<file path="src/sv/cca_pkg.sv">
// shared types, register indexes and digit split helper for the calibrated clock
package cca_pkg;

  localparam logic [15:0] CalDropBit      = 16'h8000;
  localparam logic [15:0] CalIntervalMask = 16'h7FFF;
  localparam logic [6:0]  SecPerMin       = 7'd60;
  localparam logic [6:0]  MinPerHour      = 7'd60;
  localparam logic [5:0]  HoursPerDay     = 6'd24;

  localparam int unsigned CfgIndexW = 2;
  localparam logic [CfgIndexW-1:0] RegCalibration = 2'd0;
  localparam logic [CfgIndexW-1:0] RegAlarmHour   = 2'd1;
  localparam logic [CfgIndexW-1:0] RegAlarmMinute = 2'd2;

  typedef enum logic [1:0] {
    KindAdvance = 2'd0,
    KindSetTime = 2'd1,
    KindCheck   = 2'd2,
    KindMute    = 2'd3
  } kind_e;

  typedef struct packed {
    logic [15:0] calibration;
    logic [4:0]  alarm_hour;
    logic [5:0]  alarm_minute;
  } cfg_t;

  typedef struct packed {
    kind_e       kind;
    logic [5:0]  seconds_value;
    logic [5:0]  minutes_value;
    logic [4:0]  hours_value;
    logic        alarm_enable;
  } item_t;

  typedef struct packed {
    logic        alarm_active;
    logic        alarm_stop;
    logic        alarm_start;
    logic [3:0]  seconds_ones;
    logic [2:0]  seconds_tens;
    logic [3:0]  minutes_ones;
    logic [2:0]  minutes_tens;
    logic [3:0]  hours_ones;
    logic [1:0]  hours_tens;
  } result_t;

  typedef struct packed {
    logic [2:0] tens;
    logic [3:0] ones;
  } digits_t;

  // decimal split of a value below 64
  function automatic digits_t split_digits(input logic [5:0] v);
    digits_t d;
    logic [5:0] r;
    r = v;
    d.tens = 3'd0;
    priority if (v >= 6'd60) begin
      d.tens = 3'd6; r = v - 6'd60;
    end else if (v >= 6'd50) begin
      d.tens = 3'd5; r = v - 6'd50;
    end else if (v >= 6'd40) begin
      d.tens = 3'd4; r = v - 6'd40;
    end else if (v >= 6'd30) begin
      d.tens = 3'd3; r = v - 6'd30;
    end else if (v >= 6'd20) begin
      d.tens = 3'd2; r = v - 6'd20;
    end else if (v >= 6'd10) begin
      d.tens = 3'd1; r = v - 6'd10;
    end else begin
      d.tens = 3'd0; r = v;
    end
    d.ones = r[3:0];
    return d;
  endfunction

endpackage

</file>
<file path="src/sv/cca_cfg_regs.sv">
// configuration register file: calibration and alarm time
module cca_cfg_regs import cca_pkg::*; (
  input  logic                 clk_i,
  input  logic                 rst_ni,
  input  logic                 cfg_valid_i,
  output logic                 cfg_ready_o,
  input  logic [CfgIndexW-1:0] cfg_index_i,
  input  logic [15:0]          cfg_data_i,
  output cfg_t                 cfg_o
);

  cfg_t cfg_q;

  assign cfg_ready_o = 1'b1;
  assign cfg_o       = cfg_q;

  always_ff @(posedge clk_i or negedge rst_ni) begin
    if (!rst_ni) begin
      cfg_q.calibration  <= 16'd0;
      cfg_q.alarm_hour   <= 5'd8;
      cfg_q.alarm_minute <= 6'd30;
    end else if (cfg_valid_i) begin
      unique case (cfg_index_i)
        RegCalibration: cfg_q.calibration  <= cfg_data_i;
        RegAlarmHour:   cfg_q.alarm_hour   <= cfg_data_i[4:0];
        RegAlarmMinute: cfg_q.alarm_minute <= cfg_data_i[5:0];
        default: ;
      endcase
    end
  end

endmodule

</file>
<file path="src/sv/cca_tick.sv">
// time of day, drift countdown and alarm latch with their next-state logic
module cca_tick import cca_pkg::*; (
  input  logic    clk_i,
  input  logic    rst_ni,
  input  logic    accept_i,
  input  item_t   item_i,
  input  cfg_t    cfg_i,
  output result_t result_o
);

  logic [4:0]         hour_q, hour_d;
  logic [5:0]         minute_q, minute_d;
  logic [5:0]         second_q, second_d;
  logic signed [15:0] drift_q, drift_d;
  logic               latch_q, latch_d;

  logic signed [16:0] drift_diff;
  logic [15:0]        drift_sat;
  logic               correct;
  logic [6:0]         amount;
  logic [6:0]         sec_sum;
  logic [1:0]         min_carry;
  logic [6:0]         min_sum;
  logic               hour_carry;
  logic [5:0]         hour_sum;
  logic [6:0]         sec_mod, min_mod;
  logic [5:0]         hour_mod;
  logic               start, stop;
  digits_t            hd, md, sd;

  // countdown falls by the amount and saturates at the most negative value
  always_comb begin
    drift_diff = {drift_q[15], drift_q} - {11'd0, item_i.seconds_value};
    if (drift_diff < -17'sd32768) begin
      drift_sat = 16'h8000;
    end else begin
      drift_sat = drift_diff[15:0];
    end
    correct = drift_sat[15] && (cfg_i.calibration != 16'd0);
    amount  = {1'b0, item_i.seconds_value};
    if (correct) begin
      if ((cfg_i.calibration & CalDropBit) != 16'd0) begin
        if (amount != 7'd0) amount = amount - 7'd1;
      end else begin
        amount = amount + 7'd1;
      end
    end
  end

  // carry chain; set time may leave counters above their range
  always_comb begin
    sec_sum = {1'b0, second_q} + amount;
    if (sec_sum >= 7'd120) begin
      sec_mod = sec_sum - 7'd120; min_carry = 2'd2;
    end else if (sec_sum >= SecPerMin) begin
      sec_mod = sec_sum - SecPerMin; min_carry = 2'd1;
    end else begin
      sec_mod = sec_sum; min_carry = 2'd0;
    end
    min_sum = {1'b0, minute_q} + {5'd0, min_carry};
    if (min_sum >= MinPerHour) begin
      min_mod = min_sum - MinPerHour; hour_carry = 1'b1;
    end else begin
      min_mod = min_sum; hour_carry = 1'b0;
    end
    hour_sum = {1'b0, hour_q} + {5'd0, hour_carry};
    if (hour_sum >= HoursPerDay) begin
      hour_mod = hour_sum - HoursPerDay;
    end else begin
      hour_mod = hour_sum;
    end
  end

  always_comb begin
    hour_d   = hour_q;
    minute_d = minute_q;
    second_d = second_q;
    drift_d  = drift_q;
    latch_d  = latch_q;
    start    = 1'b0;
    stop     = 1'b0;
    unique case (item_i.kind)
      KindAdvance: begin
        second_d = sec_mod[5:0];
        minute_d = min_mod[5:0];
        hour_d   = hour_mod[4:0];
        drift_d  = correct ? signed'(cfg_i.calibration & CalIntervalMask)
                           : signed'(drift_sat);
      end
      KindSetTime: begin
        second_d = item_i.seconds_value;
        minute_d = item_i.minutes_value;
        hour_d   = item_i.hours_value;
      end
      KindCheck: begin
        if (item_i.alarm_enable && !latch_q && cfg_i.alarm_hour == hour_q
            && cfg_i.alarm_minute == minute_q) begin
          latch_d = 1'b1;
          start   = 1'b1;
        end
      end
      KindMute: begin
        latch_d = 1'b0;
        stop    = 1'b1;
      end
      default: ;
    endcase
  end

  always_comb begin
    hd = split_digits({1'b0, hour_d});
    md = split_digits(minute_d);
    sd = split_digits(second_d);
    result_o.hours_tens   = hd.tens[1:0];
    result_o.hours_ones   = hd.ones;
    result_o.minutes_tens = md.tens;
    result_o.minutes_ones = md.ones;
    result_o.seconds_tens = sd.tens;
    result_o.seconds_ones = sd.ones;
    result_o.alarm_start  = start;
    result_o.alarm_stop   = stop;
    result_o.alarm_active = latch_d;
  end

  always_ff @(posedge clk_i or negedge rst_ni) begin
    if (!rst_ni) begin
      hour_q   <= 5'd0;
      minute_q <= 6'd0;
      second_q <= 6'd0;
      drift_q  <= 16'sd0;
      latch_q  <= 1'b0;
    end else if (accept_i) begin
      hour_q   <= hour_d;
      minute_q <= minute_d;
      second_q <= second_d;
      drift_q  <= drift_d;
      latch_q  <= latch_d;
    end
  end

endmodule

</file>
<file path="src/sv/calibrated_clock_with_alarm_core.sv">
// calibrated 24-hour clock with alarm: stream ports, config port, result register
// a result is registered, valid at the master the cycle after its input transfer
// throughput: one item per cycle unless the master stalls; one pass of tick logic
// the slave side stays ready while the result register is empty or being drained
// reset clears time, drift countdown and alarm latch; calibration 0, alarm 08:30
module calibrated_clock_with_alarm_core import cca_pkg::*; (
  input  logic                 clk_i,
  input  logic                 rst_ni,
  input  logic                 s_axis_tvalid,
  output logic                 s_axis_tready,
  // seconds_value[5:0], minutes_value[11:6], hours_value[16:12], alarm_enable[17]
  input  logic [23:0]          s_axis_tdata,
  // kind[1:0]
  input  logic [1:0]           s_axis_tuser,
  output logic                 m_axis_tvalid,
  input  logic                 m_axis_tready,
  // hours_tens[1:0], hours_ones[5:2], minutes_tens[8:6], minutes_ones[12:9],
  // seconds_tens[15:13], seconds_ones[19:16], alarm_start[20], alarm_stop[21],
  // alarm_active[22]
  output logic [23:0]          m_axis_tdata,
  input  logic                 cfg_valid_i,
  output logic                 cfg_ready_o,
  input  logic [CfgIndexW-1:0] cfg_index_i,
  input  logic [15:0]          cfg_data_i
);

  cfg_t    cfg;
  item_t   item;
  result_t result;
  result_t result_q;
  logic    out_valid_q;
  logic    accept;

  assign item.kind          = kind_e'(s_axis_tuser);
  assign item.seconds_value = s_axis_tdata[5:0];
  assign item.minutes_value = s_axis_tdata[11:6];
  assign item.hours_value   = s_axis_tdata[16:12];
  assign item.alarm_enable  = s_axis_tdata[17];

  assign s_axis_tready = !out_valid_q || m_axis_tready;
  assign accept        = s_axis_tvalid && s_axis_tready;

  cca_cfg_regs u_cfg (
    .clk_i       (clk_i),
    .rst_ni      (rst_ni),
    .cfg_valid_i (cfg_valid_i),
    .cfg_ready_o (cfg_ready_o),
    .cfg_index_i (cfg_index_i),
    .cfg_data_i  (cfg_data_i),
    .cfg_o       (cfg)
  );

  cca_tick u_tick (
    .clk_i    (clk_i),
    .rst_ni   (rst_ni),
    .accept_i (accept),
    .item_i   (item),
    .cfg_i    (cfg),
    .result_o (result)
  );

  always_ff @(posedge clk_i or negedge rst_ni) begin
    if (!rst_ni) begin
      out_valid_q <= 1'b0;
    end else if (accept) begin
      out_valid_q <= 1'b1;
    end else if (m_axis_tready) begin
      out_valid_q <= 1'b0;
    end
  end

  always_ff @(posedge clk_i) begin
    if (accept) begin
      result_q <= result;
    end
  end

  assign m_axis_tvalid = out_valid_q;
  assign m_axis_tdata  = {1'b0, result_q};

  a_accept_gives_result: assert property (@(posedge clk_i) disable iff (!rst_ni)
    accept |=> m_axis_tvalid)
    else $error("accepted item did not produce a result");

  a_start_stop_exclusive: assert property (@(posedge clk_i) disable iff (!rst_ni)
    m_axis_tvalid |-> !(result_q.alarm_start && result_q.alarm_stop))
    else $error("start and stop requested together");

  a_start_sets_latch: assert property (@(posedge clk_i) disable iff (!rst_ni)
    (m_axis_tvalid && result_q.alarm_start) |-> result_q.alarm_active)
    else $error("start request without active alarm");

  a_stop_clears_latch: assert property (@(posedge clk_i) disable iff (!rst_ni)
    (m_axis_tvalid && result_q.alarm_stop) |-> !result_q.alarm_active)
    else $error("alarm still active after mute");

endmodule

</file>
<file path="config.mk">
export PLATFORM = sky130hd
export DESIGN_NAME = calibrated_clock_with_alarm_core
export DESIGN_NICKNAME = d
export VERILOG_FILES = /design/src/sv/cca_pkg.sv /design/src/sv/cca_cfg_regs.sv /design/src/sv/cca_tick.sv /design/src/sv/calibrated_clock_with_alarm_core.sv
export SDC_FILE = /design/constraint.sdc
export NUM_CORES = 1
export LEC_CHECK = 0
export BUFFER_PORTS_ARGS = -buffer_cell sky130_fd_sc_hd__buf_4
export CELL_PAD_IN_SITES_DETAIL_PLACEMENT = 0
export CELL_PAD_IN_SITES_GLOBAL_PLACEMENT = 1
export CORE_UTILIZATION = 29
export CTS_CLUSTER_SIZE = 10
export DETAILED_ROUTE_END_ITERATION = 12
export PLACE_DENSITY_LB_ADDON = 0.12
export SYNTH_ARGS = -nofsm -noshare
export SYNTH_HDL_FRONTEND = slang
export SYNTH_SLANG_ARGS = --single-unit
</file>
<file path="constraint.sdc">
create_clock -name clk_i -period 11.78 [get_ports clk_i]
set_input_delay 2.945 -clock clk_i [delete_from_list [all_inputs] [get_ports clk_i]]
set_output_delay 2.945 -clock clk_i [all_outputs]
set_load 0.005 [all_outputs]
</file>
==> results of run 1 <==
[cells in the mapped netlist, types with 11 or more instances]
cell type	n
ha_1	44
nor2_1	40
inv_1	43
a21oi_1	42
xnor2_1	22
clkbuf_1	20
nor4_1	12
mux2i_1	11
or3_1	11
edfxtp_1	23
dfrtp_1	57
nand2_1	70
nand3_1	17
mux2_2	33
nor3_1	16
o21ai_0	55
[sequential cells by signal (all words and copies together), names as in the netlist]
name             count
u_cfg.cfg_o         27
m_axis_tdata        23
u_tick.latch_q       1
u_tick.hour_q        5
u_tick.minute_q      6
u_tick.drift_q      16
u_tick.second_q      6
m_axis_tvalid        1
[logic make-up after synthesis]
family	after synthesis
AO/OA/AOI/OAI	211
XOR/XNOR	27
adder cells (fa/ha/maj)	48
buffers and inverters	76
flip-flops	85
multiplexers	44
other	2
AND/OR/NAND/NOR	229
[area by class of cell]
| class | count | area, um^2 |
|---|---|---|
| well taps | 280 | 350 |
| multi-input cells | 561 | 4070 |
| repair buffers | 85 | 638 |
| clock buffers | 10 | 239 |
| fillers | 2284 | 14300 |
| flip-flops and latches | 85 | 2250 |
| inverters | 47 | 181 |
| clock inverters | 6 | 70.1 |
[final timing paths]
path,start,to,slack [ps]
setup / recovery,s_axis_tdata[5],m_axis_tdata[11]$_DFFE_PP_,580
hold / removal,u_tick.drift_q[4]$_DFFE_PN0P_,u_tick.drift_q[4]$_DFFE_PN0P_,490
setup reg to reg,u_tick.drift_q[5]$_DFFE_PN0P_,m_axis_tdata[11]$_DFFE_PP_,2980
hold reg to reg,u_tick.drift_q[4]$_DFFE_PN0P_,u_tick.drift_q[4]$_DFFE_PN0P_,490
max in group asynchronous,rst_ni,u_cfg.cfg_o[6]$_DFFE_PN0P_,8550
min in group asynchronous,rst_ni,u_tick.drift_q[10]$_DFFE_PN0P_,2690
[layer usage]
metal | up-vias | wire [um]
li1 | 2829 | -
met1 | 2734 | 8860
met2 | 88 | 8900
met3 | 15 | 536
met4 | 0 | 232
met5 | - | 0
[per-stage QoR]
step,hold WS [ps],utilization [%]
final,494,35.3
after floorplan,442,-
after global placement,468,33.8
after global routing,535,35.3
after detailed placement,477,33.8
after CTS,492,35.2
[critical path, delay by kind of cell]
family,cells,cell delay [ps]
compound gates,9,2540
xor+xnor,2,360
fa+ha+maj,8,2190
buf+inv,3,310
simple gates,13,2940
[power groups by stage]
stage | Clock (mW) | Sequential [mW] | Combinational (mW)
floorplan | 0 | 0.448 | 0.633
global placement | 0 | 0.481 | 0.833
detailed placement | 0 | 0.483 | 0.838
CTS | 0.315 | 0.478 | 0.844
global route | 0.328 | 0.489 | 0.949
finish | 0.305 | 0.476 | 0.844
==> summary.txt, run 1 <==
Run status
  – Result of the run: finished clean

Pwr
  – Cell Int Power: 0.949 mW
  – Total power draw: 1.62 mW
  – Sequential Power Share: 29.3%
  – Power per unit of standard cell area: 208 nW/um^2
  – Combinational Power Share: 51.9%
  – Leakage power figure: 3.29 nW
  – Clock network fraction of design power: 18.8%
  – Power dissipated by switching net loads: 0.676 mW
  – Net switching share of the total power: 41.6%
  – Highest ir drop seen on vdd: 0.0745 mV

Setup path
  – Logic depth of the worst register-to-register path: 33
  – Cell occurring most often along the worst timing path: ha_1
  – Master of the slowest instance on the critical path: or4_1
  – Path type of the worst setup path: in2reg
  – Worst Path Max Fanout: 11
  – Arrival time of data at the critical path endpoint: 11290 ps
  – Type of destination of the critical path: flop
  – Startpoint kind of the worst setup timing path: input port
  – CP required: 11870 ps
  – Highest cell delay on the worst timing path: 490 ps

Yosys
  – Flop and latch count out of synthesis: 85
  – Share of the yosys chip area belonging to registers: 34.1%
  – Area share of and/or/nand/nor cells after synthesis: 18.0%
  – Netlist Area Pre-Place: 6600 um^2
  – Syn Area/Cell: 9.14 um^2
  – Net count after synthesis: 818
  – Post-Synth Adder-Cell Area: 9.40%
  – Synthesized-area fraction occupied by ao, oa, aoi and oai cells: 22.5%
  – Main area contributors after synthesis: dfrtp_1 22%, edfxtp_1 10%, ha_1 8.3%
  – Leading area contributor after synthesis: dfrtp_1
  – Combinational family with the most area after synthesis: compound AO/OA/AOI/OAI gates
  – Share of cell area taken by muxes after synthesis: 7.30%
  – Number of enable flip-flop cells after synthesis: 23
  – Synthesized instance count: 722
  – Yosys cell types: 93
  – Fraction of registers with async set or reset after synthesis: 72.9%
  – Synth warn: 0
  – Primary flip-flop cell chosen by synthesis mapping: dfrtp_1
  – Area share of the leading cell type in the synthesized netlist: 21.6%
  – Synthesized-area fraction occupied by xor and xnor cells: 3.79%

STA
  – Max Fclk: 0.0893 GHz
  – Minimum clock period after layout: 11200 ps
  – Actual slew at the worst max-slew pin: 1000 ps
  – Share of the clock period used by the worst path after layout: 95.1%
  – Maximum clock skew at final layout: 12.6 ps
  – Relative slew slack: 32.9%
  – Fin worst setup slack: 581 ps
  – Unrepaired setup endpoints after global routing: false
  – Count of final max-slew check failures: 0
  – Setup TNS Final: 0 ps
  – Setup violations, final: 0
  – Number of failing hold endpoints at the final stage: 0

Placed design
  – # placed instances: 1058
  – Total of buffers placed on input and output ports: 67
  – Setup Slack @ Placement: 116 ps
  – Instance area at placement: 7470 um^2
  – Final weighted congestion of routability-driven global placement: 0.830
  – Hpwl dp: 13.8 mm

Global route
  – Met2 GRT Util: 27.5%
  – Global router's overall resource usage: 16.3%
  – Number of antenna violations at the first check in global routing: 0
  – Grt met3 use: 2.64%
  – Global route total overflow: 0
  – Pin count of the biggest net entering global routing: 63
  – Met1 track demand over resource in global routing: 21.4%
  – Most crowded layer after global routing: met2
  – Via count of the first global-routing pass: 5624
  – First-pass GRT wire length: 30.2 mm

Floorplanning
  – Core Rows: 54
  – I/O Pins: 76
  – Initial Util: 29.9%
  – Width of the die: 153 um
  – Die height: 153 um
  – CORE AREA: 22100 um^2
  – Total die area: 23400 um^2

CTS
  – TritonCTS clock tree: yes
  – Number of instances resized during post-cts repair: 0
  – H-tree levels: 3
  – Clock Tree Buf Depth: 2
  – Number of buffers inserted during clock tree synthesis: 9
  – Clk Latency, worst-skew pair: 350 ps
  – Sink count of the clock tree: 85
  – Post-cts hold buffer count: 0
  – Clk pin slew, worst setup/hold paths: 70 ps
  – Post CTS Setup Buffer Count: 0
  – Clock root buffer: clkbuf_16

Drt
  – DR pass1 iterations: 4
  – Final wirelength: 18.5 mm
  – Post-route DRC: 0
  – Total via count in the routed design: 5666
  – Vias per std cell: 5.28
  – Drt first-iter violations: 287
  – Remaining number of nets flagged by the antenna check after routing: 0
  – Drt wl/cell: 17.3 um

Finish
  – Total Nets Final: 885
  – Most common cell after layout, fill and taps aside: buf_4
  – Most used cells in the layout excluding fill and tap cells: 85 x buf_4, 70 x nand2_1, 57 x dfrtp_1, 55 x o21ai_0, 44 x ha_1
  – Synth-to-layout area growth: 18.1%
  – Antenna cells: 0
  – Fraction of final layout cells with drive strength greater than 1: 21.8%
  – Post-layout instance count excluding filler cells: 1074
  – Fin area: 7790 um^2

Run
  – Max capacitance violation total: 0

Min path
  – Cell depth of the worst hold path: 2
  – Worst hold-check path type: reg2reg
Power figures use the tool's default switching activity.
==> run 2: changes to the inputs <==
--- a/config.mk
+++ b/config.mk
@@ -12,6 +12,8 @@
 export CTS_CLUSTER_SIZE = 10
 export DETAILED_ROUTE_END_ITERATION = 12
 export PLACE_DENSITY_LB_ADDON = 0.12
+export SLEW_MARGIN = 40
 export SYNTH_ARGS = -nofsm -noshare
 export SYNTH_HDL_FRONTEND = slang
+export SYNTH_HIERARCHICAL = 1
 export SYNTH_SLANG_ARGS = --single-unit
==> run 2 against run 1 <==
Effect of this change:
- total power increased by 16%
- wire length decreased by 4.1%
- utilization decreased by 0.34 points
- critical path type unchanged
- the flow now finishes with violations (design-rule violations)
- clock power decreased by 11%
- sequential cell count unchanged
- synthesized cell count increased by 1.4%
- clock skew decreased by 3.2 ps
- area after synthesis decreased by 0.64%
==> summary.txt, run 2 <==
Finish
  – Area of combinational cells with multiple inputs: 3990 um^2 (-1.9%)
  – Antenna cells: 0 (unchanged)
  – Largest register FFs: 27 (unchanged)
  – Synth-to-layout area growth: 17.4%
  – Fill cell instance count of the final layout: 2333 (+2.1%)
  – Most common cell after layout, fill and taps aside: buf_4
  – Fraction of final layout cells with drive strength greater than 1: 21.7% (-0.055 points)
  – Area occupied by registers: 2250 um^2 (unchanged)
  – Total Nets Final: 884 (-0.11%)
  – Most used cells in the layout excluding fill and tap cells: 85 x buf_4, 75 x nand2_1, 60 x nor2_1, 57 x dfrtp_1, 47 x a21oi_1

Global route
  – First-pass GRT wire length: 28.8 mm (-4.7%)
  – Number of antenna violations at the first check in global routing: 0 (unchanged)
  – Pin count of the biggest net entering global routing: 63 (unchanged)
  – Global router's overall resource usage: 15.5% (-0.77 points)
  – Global route total overflow: 0 (unchanged)
  – Via count of the first global-routing pass: 5425 (-3.5%)

Yosys
  – Leading area contributor after synthesis: dfrtp_1
  – Yosys cell types: 81 (-13%)
  – Cell with the most instances after synthesis: nand2_1
  – Main area contributors after synthesis: dfrtp_1 22%, edfxtp_1 11%, ha_1 7.8%
  – Synthesized instance count: 732 (+1.4%)
  – Number of enable flip-flop cells after synthesis: 23 (unchanged)
  – Share of the yosys chip area belonging to registers: 34.3% (+0.22 points)
  – Syn Area/Cell: 8.96 um^2 (-2.0%)
  – Synth top cells by count: 76 x nand2_1, 61 x nor2_1, 57 x dfrtp_1
  – Flop and latch count out of synthesis: 85 (unchanged)
  – Net count after synthesis: 825 (+0.86%)
  – Netlist Area Pre-Place: 6560 um^2 (-0.64%)
  – Fraction of registers with async set or reset after synthesis: 72.9% (unchanged)
  – Primary flip-flop cell chosen by synthesis mapping: dfrtp_1
  – Area share of the leading cell type in the synthesized netlist: 21.8% (+0.14 points)
  – Synth warn: 6 (+6)

Setup path
  – Type of destination of the critical path: flop
  – Largest delay contributor family on the critical path: compound AO/OA/AOI/OAI gates
  – Logic depth of the worst register-to-register path: 40 (+21%)
  – Path type of the worst setup path: in2reg
  – R2R Setup Slk: 3170 ps (+190 ps)
  – Worst Path Max Fanout: 7 (-4)
  – Startpoint kind of the worst setup timing path: input port
  – Number of buffer and inverter instances along the worst setup path: 6 (+3)
  – Start of the worst register-to-register path: u_tick/drift_q[2]$_DFFE_PN0P_
  – Highest cell delay on the worst timing path: 530 ps (+40 ps)
  – CP required: 11870 ps (about the same)
  – Master of the slowest instance on the critical path: or4_1
  – Arrival time of data at the critical path endpoint: 11180 ps (-110 ps)
  – Reg2reg end: m_axis_tdata[11]$_DFFE_PP_
  – Cell occurring most often along the worst timing path: ha_1

Min path
  – Hold Path End: u_tick/drift_q[5]$_DFFE_PN0P_
  – Cell depth of the worst hold path: 2 (unchanged)
  – Worst hold-check path type: reg2reg
  – Hold path startpoint: u_tick/drift_q[5]$_DFFE_PN0P_

STA
  – Count of final max-slew check failures: 0 (unchanged)
  – Max Fclk: 0.0902 GHz (+1.0%)
  – Relative slew slack: 56.9% (+24 points)
  – Actual slew at the worst max-slew pin: 646 ps (-356 ps)
  – Setup violations, final: 0 (unchanged)
  – Maximum clock skew at final layout: 9.35 ps (-3.22 ps)
  – Unrepaired setup endpoints after global routing: false
  – Number of failing hold endpoints at the final stage: 0 (unchanged)
  – Setup TNS Final: 0 ps (unchanged)
  – Share of the clock period used by the worst path after layout: 94.1% (-0.94 points)
  – Minimum clock period after layout: 11090 ps (-111 ps)
  – Min Hold Slack: 490 ps (-3.58 ps)

Floorplanning
  – Initial Util: 29.8% (-0.10 points)
  – Width of the die: 152 um (-0.32%)
  – CORE AREA: 22000 um^2 (-0.31%)
  – Core Rows: 54 (unchanged)
  – Total die area: 23200 um^2 (-0.63%)
  – I/O Pins: 76 (unchanged)
  – Die height: 152 um (-0.32%)

Drt
  – DR pass1 iterations: 8 (+4)
  – Remaining number of nets flagged by the antenna check after routing: 0 (unchanged)
  – Post-route DRC: 1 (+1)
  – Drt first-iter violations: 313 (+9.1%)
  – Final wirelength: 17.8 mm (-4.1%)
  – Drt wl/cell: 16.5 um (-4.2%)
  – Total via count in the routed design: 5571 (-1.7%)
  – Vias per std cell: 5.18 (-1.9%)

CTS
  – H-tree levels: 3 (unchanged)
  – Clock Tree Buf Depth: 2 (unchanged)
  – TritonCTS clock tree: yes
  – Clk pin slew, worst setup/hold paths: 70 ps (about the same)
  – Number of buffers inserted during clock tree synthesis: 9 (unchanged)
  – Clock root buffer: clkbuf_16
  – Sink count of the clock tree: 85 (unchanged)
  – Clk Latency, worst-skew pair: 350 ps (about the same)

Placed design
  – Final weighted congestion of routability-driven global placement: 0.826 (-0.45%)
  – Hpwl dp: 13.5 mm (-1.8%)
  – Total of buffers placed on input and output ports: 67 (unchanged)

Run status
  – Violated checks: design-rule violations
  – Result of the run: finished, violations left

Run
  – Max capacitance violation total: 0 (unchanged)

Pwr
  – Power per unit of standard cell area: 245 nW/um^2 (+17%)
  – Leakage power figure: 3.26 nW (-1.1%)
  – Highest ir drop seen on vdd: 0.0759 mV (+1.9%)
==> run 2: cell types whose count changed after synthesis, moves of 6 or more <==
| cell | delta |
|---|---|
| and3_1 | -6 |
| nand2_1 | +6 |
| nor2_1 | +21 |
| o21ai_0 | -9 |
| mux2i_1 | +6 |
| mux2_2 | +6 |
| nand2b_1 | +9 |
| buf_4 | +6 |
| or3_1 | -6 |
==> run 2: metrics by stage <==
step / instances / setup slack [ps] / utilization (%) / cell area [um^2] / total power, mW
after CTS: 1074 / 560 / 34.7 / 7650 / 1.88
after floorplan: 732 / 700 / - / 6560 / 1.29
after detailed placement: 1058 / 205 / 33.4 / 7370 / 1.60
final: 1076 / 692 / 34.9 / 7700 / 1.88
after global routing: 1076 / 68.9 / 34.9 / 7700 / 2.05
after global placement: 1057 / 177 / 33.4 / 7350 / 1.59
==> run 2: layer usage <==
layer | vias to the layer above | global-route usage, % | share of wire, %
li1 | 2775 | - | -
met1 | 2664 | 21.2 | 48
met2 | 118 | 25.2 | 47
met3 | 14 | 2.67 | 3.8
met4 | 0 | 4.42 | 1.2
met5 | - | 0 | 0
==> run 2: worst max path at each step <==
stage                     slack [ps]  depth (start not counted)                         end       startpoint
final                            690                         42  m_axis_tdata[11]$_DFFE_PP_  s_axis_tdata[2]
after detailed placement         200                         43  m_axis_tdata[11]$_DFFE_PP_  s_axis_tdata[0]
after global placement           180                         43  m_axis_tdata[11]$_DFFE_PP_  s_axis_tdata[0]
after floorplan                  700                         42  m_axis_tdata[11]$_DFFE_PP_  s_axis_tdata[2]
after CTS                        560                         43  m_axis_tdata[11]$_DFFE_PP_  s_axis_tdata[0]
after global routing              70                         41  m_axis_tdata[11]$_DFFE_PP_  s_axis_tdata[2]
==> run 2: what timing repair did <==
action / in CTS / in global routing
buffers inserted: 0 / 0
setup endpoints to repair: 0 / 5
hold buffers: 0 / 0
gates resized for setup: 0 / 5
==> run 2: kinds of logic after synthesis <==
kind of cell / share of synthesized area (%)
and+or+nand+nor: 18.1
buffers and inverters: 5.40
other: 0.115
AOI/OAI and AO/OA: 20.6
xor gates and xnor gates: 3.47
muxes: 9.29
DFF: 34.3
adders and majority gates: 8.74
==> run 2: power breakdown <==
part / internal [mW] / switching (mW)
clock network: 0.149 / 0.123
logic: 0.479 / 0.623
registers: 0.416 / 0.0921
==> run 2: tightest hold or removal path: cells and delay by family (launching register included) <==
family | cells | cell delay, ps
flip-flops | 1 | 340
AO/OA/AOI/OAI | 1 | 60
AND/OR/NAND/NOR | 1 | 50
==> run 2: final cells by class <==
type,instances,area share (%)
clock buffer,11,3.15
clock inverter,5,0.471
inverter,43,2.10
multi-input combinational,564,51.9
sequential,85,29.2
tap,280,4.55
timing repair buffer,88,8.65
==> run 3: changes to the inputs <==
--- a/config.mk
+++ b/config.mk
@@ -11,7 +11,8 @@
 export CORE_UTILIZATION = 29
 export CTS_CLUSTER_SIZE = 10
 export DETAILED_ROUTE_END_ITERATION = 12
-export PLACE_DENSITY_LB_ADDON = 0.12
+export HOLD_SLACK_MARGIN = 0.15
+export PLACE_DENSITY = 0.53
 export SLEW_MARGIN = 40
 export SYNTH_ARGS = -nofsm -noshare
 export SYNTH_HDL_FRONTEND = slang
==> run 3 against run 2 <==
Effect of this change:
- the run still ends with design-rule violations left
- clock-buffer cell count is the same
- critical path depth grew 1
- highest routed layer unchanged
- largest power group unchanged
- maximum frequency grew 1.1%
- first-iteration DRC count shrank 18%
- combinational power is essentially flat
- worst setup slack gained 120 ps
==> summary.txt, run 3 (synthesis results as in run 2) <==
Run status
  – Result of the run: finished, violations left
  – Violated checks: design-rule violations

Drt
  – Post-route DRC: 2 (+1)
  – Remaining number of nets flagged by the antenna check after routing: 0 (unchanged)
  – Final wirelength: 18.0 mm (+0.99%)
  – Total via count in the routed design: 5580 (+0.16%)
  – Drt wl/cell: 16.7 um (+1.3%)
  – Vias per std cell: 5.20 (+0.44%)
  – Drt first-iter violations: 257 (-18%)
  – DR pass1 iterations: 8 (unchanged)

Pwr
  – Power dissipated by switching net loads: 0.854 mW (+2.0%)
  – Combinational Power Share: 57.6% (-1.0 points)
  – Net switching share of the total power: 44.5% (-0.063 points)
  – Clock network fraction of design power: 16.0% (+1.6 points)
  – Sequential Power Share: 26.5% (-0.5 points)
  – Leakage power figure: 3.27 nW (+0.30%)
  – Highest ir drop seen on vdd: 0.0944 mV (+24%)
  – Power per unit of standard cell area: 249 nW/um^2 (+1.6%)
  – Cell Int Power: 1.07 mW (+2.2%)

STA
  – Actual slew at the worst max-slew pin: 806 ps (+159 ps)
  – Unrepaired setup endpoints after global routing: false
  – Maximum clock skew at final layout: 11.4 ps (+2.08 ps)
  – Setup violations, final: 0 (unchanged)
  – Number of failing hold endpoints at the final stage: 0 (unchanged)
  – Max Fclk: 0.0912 GHz (+1.1%)
  – Fin worst setup slack: 814 ps (+122 ps)
  – Count of final max-slew check failures: 0 (unchanged)
  – Relative slew slack: 46.1% (-11 points)
  – Share of the clock period used by the worst path after layout: 93.1% (-1.0 points)
  – Minimum clock period after layout: 10970 ps (-122 ps)

Placed design
  – Final weighted congestion of routability-driven global placement: 0.867 (+4.9%)
  – # placed instances: 1055 (-0.28%)
  – Setup Slack @ Placement: -11.9 ps (-217 ps)
  – Hpwl dp: 13.5 mm (about the same)
  – Instance area at placement: 7340 um^2 (-0.31%)
  – Total of buffers placed on input and output ports: 67 (unchanged)

Floorplanning
  – Die height: 152 um (unchanged)
  – Total die area: 23200 um^2 (unchanged)
  – Width of the die: 152 um (unchanged)
  – Core Rows: 54 (unchanged)
  – Initial Util: 29.8% (unchanged)
  – CORE AREA: 22000 um^2 (unchanged)
  – I/O Pins: 76 (unchanged)

Setup path
  – Number of buffer and inverter instances along the worst setup path: 4 (-2)
  – Arrival time of data at the critical path endpoint: 11060 ps (-120 ps)
  – Worst Path Max Fanout: 6 (-1)
  – Master of the slowest instance on the critical path: or4_1
  – Largest delay contributor family on the critical path: simple AND/OR/NAND/NOR gates
  – Type of destination of the critical path: flop
  – Highest cell delay on the worst timing path: 540 ps (about the same)
  – Cell occurring most often along the worst timing path: ha_1
  – Path type of the worst setup path: in2reg
  – Startpoint kind of the worst setup timing path: input port
  – CP required: 11870 ps (about the same)

Finish
  – Total Nets Final: 881 (-0.34%)
  – Synth-to-layout area growth: 17.9%
  – Largest register FFs: 27 (unchanged)
  – Fin area: 7730 um^2 (+0.46%)
  – Antenna cells: 0 (unchanged)
  – Post-layout instance count excluding filler cells: 1073 (-0.28%)
  – Fraction of final layout cells with drive strength greater than 1: 21.9% (+0.21 points)
  – Most common cell after layout, fill and taps aside: buf_4
  – Most used cells in the layout excluding fill and tap cells: 83 x buf_4, 75 x nand2_1, 60 x nor2_1, 57 x dfrtp_1, 46 x a21oi_1

Global route
  – First-pass GRT wire length: 29.2 mm (+1.4%)
  – Global route total overflow: 0 (unchanged)
  – Pin count of the biggest net entering global routing: 63 (unchanged)
  – Number of antenna violations at the first check in global routing: 0 (unchanged)
  – Via count of the first global-routing pass: 5499 (+1.4%)
  – Global router's overall resource usage: 15.8% (+0.25 points)

CTS
  – Clk Latency, worst-skew pair: 350 ps (about the same)
  – Clk pin slew, worst setup/hold paths: 70 ps (about the same)
  – Clock root buffer: clkbuf_16
  – Clock Tree Buf Depth: 2 (unchanged)
  – Number of buffers inserted during clock tree synthesis: 9 (unchanged)
  – Post-cts hold buffer count: 0 (unchanged)
  – TritonCTS clock tree: yes
  – Sink count of the clock tree: 85 (unchanged)
  – H-tree levels: 3 (unchanged)

Min path
  – Worst hold-check path type: reg2reg

Run
  – Max capacitance violation total: 0 (unchanged)
run 3: per-layer routing:
| metal | GRT usage (%) | part of all wire (%) | vias to the layer above |
|---|---|---|---|
| li1 | - | - | 2767 |
| met1 | 21.1 | 48 | 2710 |
| met2 | 26.3 | 48 | 87 |
| met3 | 2.39 | 3.0 | 16 |
| met4 | 4.76 | 1.3 | 0 |
| met5 | 0 | 0 | - |
run 3: power groups by stage:
stage	sequential, mW	clock (mW)	combinational, mW
final	0.509	0.307	1.11
after global routing	0.524	0.331	1.24
after CTS	0.511	0.316	1.09
after detailed placement	0.516	0	1.08
after global placement	0.512	0	1.07
after floorplan	0.476	0	0.818
run 3: final timing paths:
kind / start / slack [ps] / cells after the start / to
max: s_axis_tdata[0] / 810 / 43 / m_axis_tdata[11]$_DFFE_PP_
min: u_tick/drift_q[2]$_DFFE_PN0P_ / 500 / 2 / u_tick/drift_q[2]$_DFFE_PN0P_
max reg2reg: u_tick/drift_q[0]$_DFFE_PN0P_ / 3220 / 43 / m_axis_tdata[11]$_DFFE_PP_
min reg2reg: u_tick/drift_q[2]$_DFFE_PN0P_ / 500 / 2 / u_tick/drift_q[2]$_DFFE_PN0P_
max in group asynchronous: rst_ni / 8760 / 1 / u_tick/drift_q[6]$_DFFE_PN0P_
min in group asynchronous: rst_ni / 2580 / 1 / u_tick/second_q[1]$_DFFE_PN0P_
run 3: stage by stage:
stage / power, mW / setup TNS (ps) / hold WS (ps) / util (%)
2_1_floorplan: 1.29 / 0 / 454 / -
3_3_place_gp: 1.59 / 0 / 474 / 33.3
3_5_place_dp: 1.60 / -11.9 / 488 / 33.3
4_1_cts: 1.92 / 0 / 503 / 34.8
5_1_grt: 2.09 / 0 / 542 / 35.1
6_report: 1.92 / 0 / 499 / 35.1
run 3: final cells by class:
class                      instances  area [um^2]
fill                            2299        14300
multi-input combinational        564         4010
sequential                        85         2250
timing repair buffer              85          646
tap                              280          350
clock buffer                      11          275
inverter                          43          161
clock inverter                     5         45.0
run 3: worst reg2reg max path: cells and delay by family (launching register included):
family | cells | cell delay, ps
flops | 1 | 320
simple gates | 15 | 3150
buf+inv | 4 | 360
compound gates | 17 | 2800
fa+ha+maj | 7 | 1670
run 3: repair_timing:
action / 4_1_cts / 5_1_grt
gates resized for setup: 0 / 12
endpoints found under the setup margin: 0 / 10
buffers inserted: 0 / 1
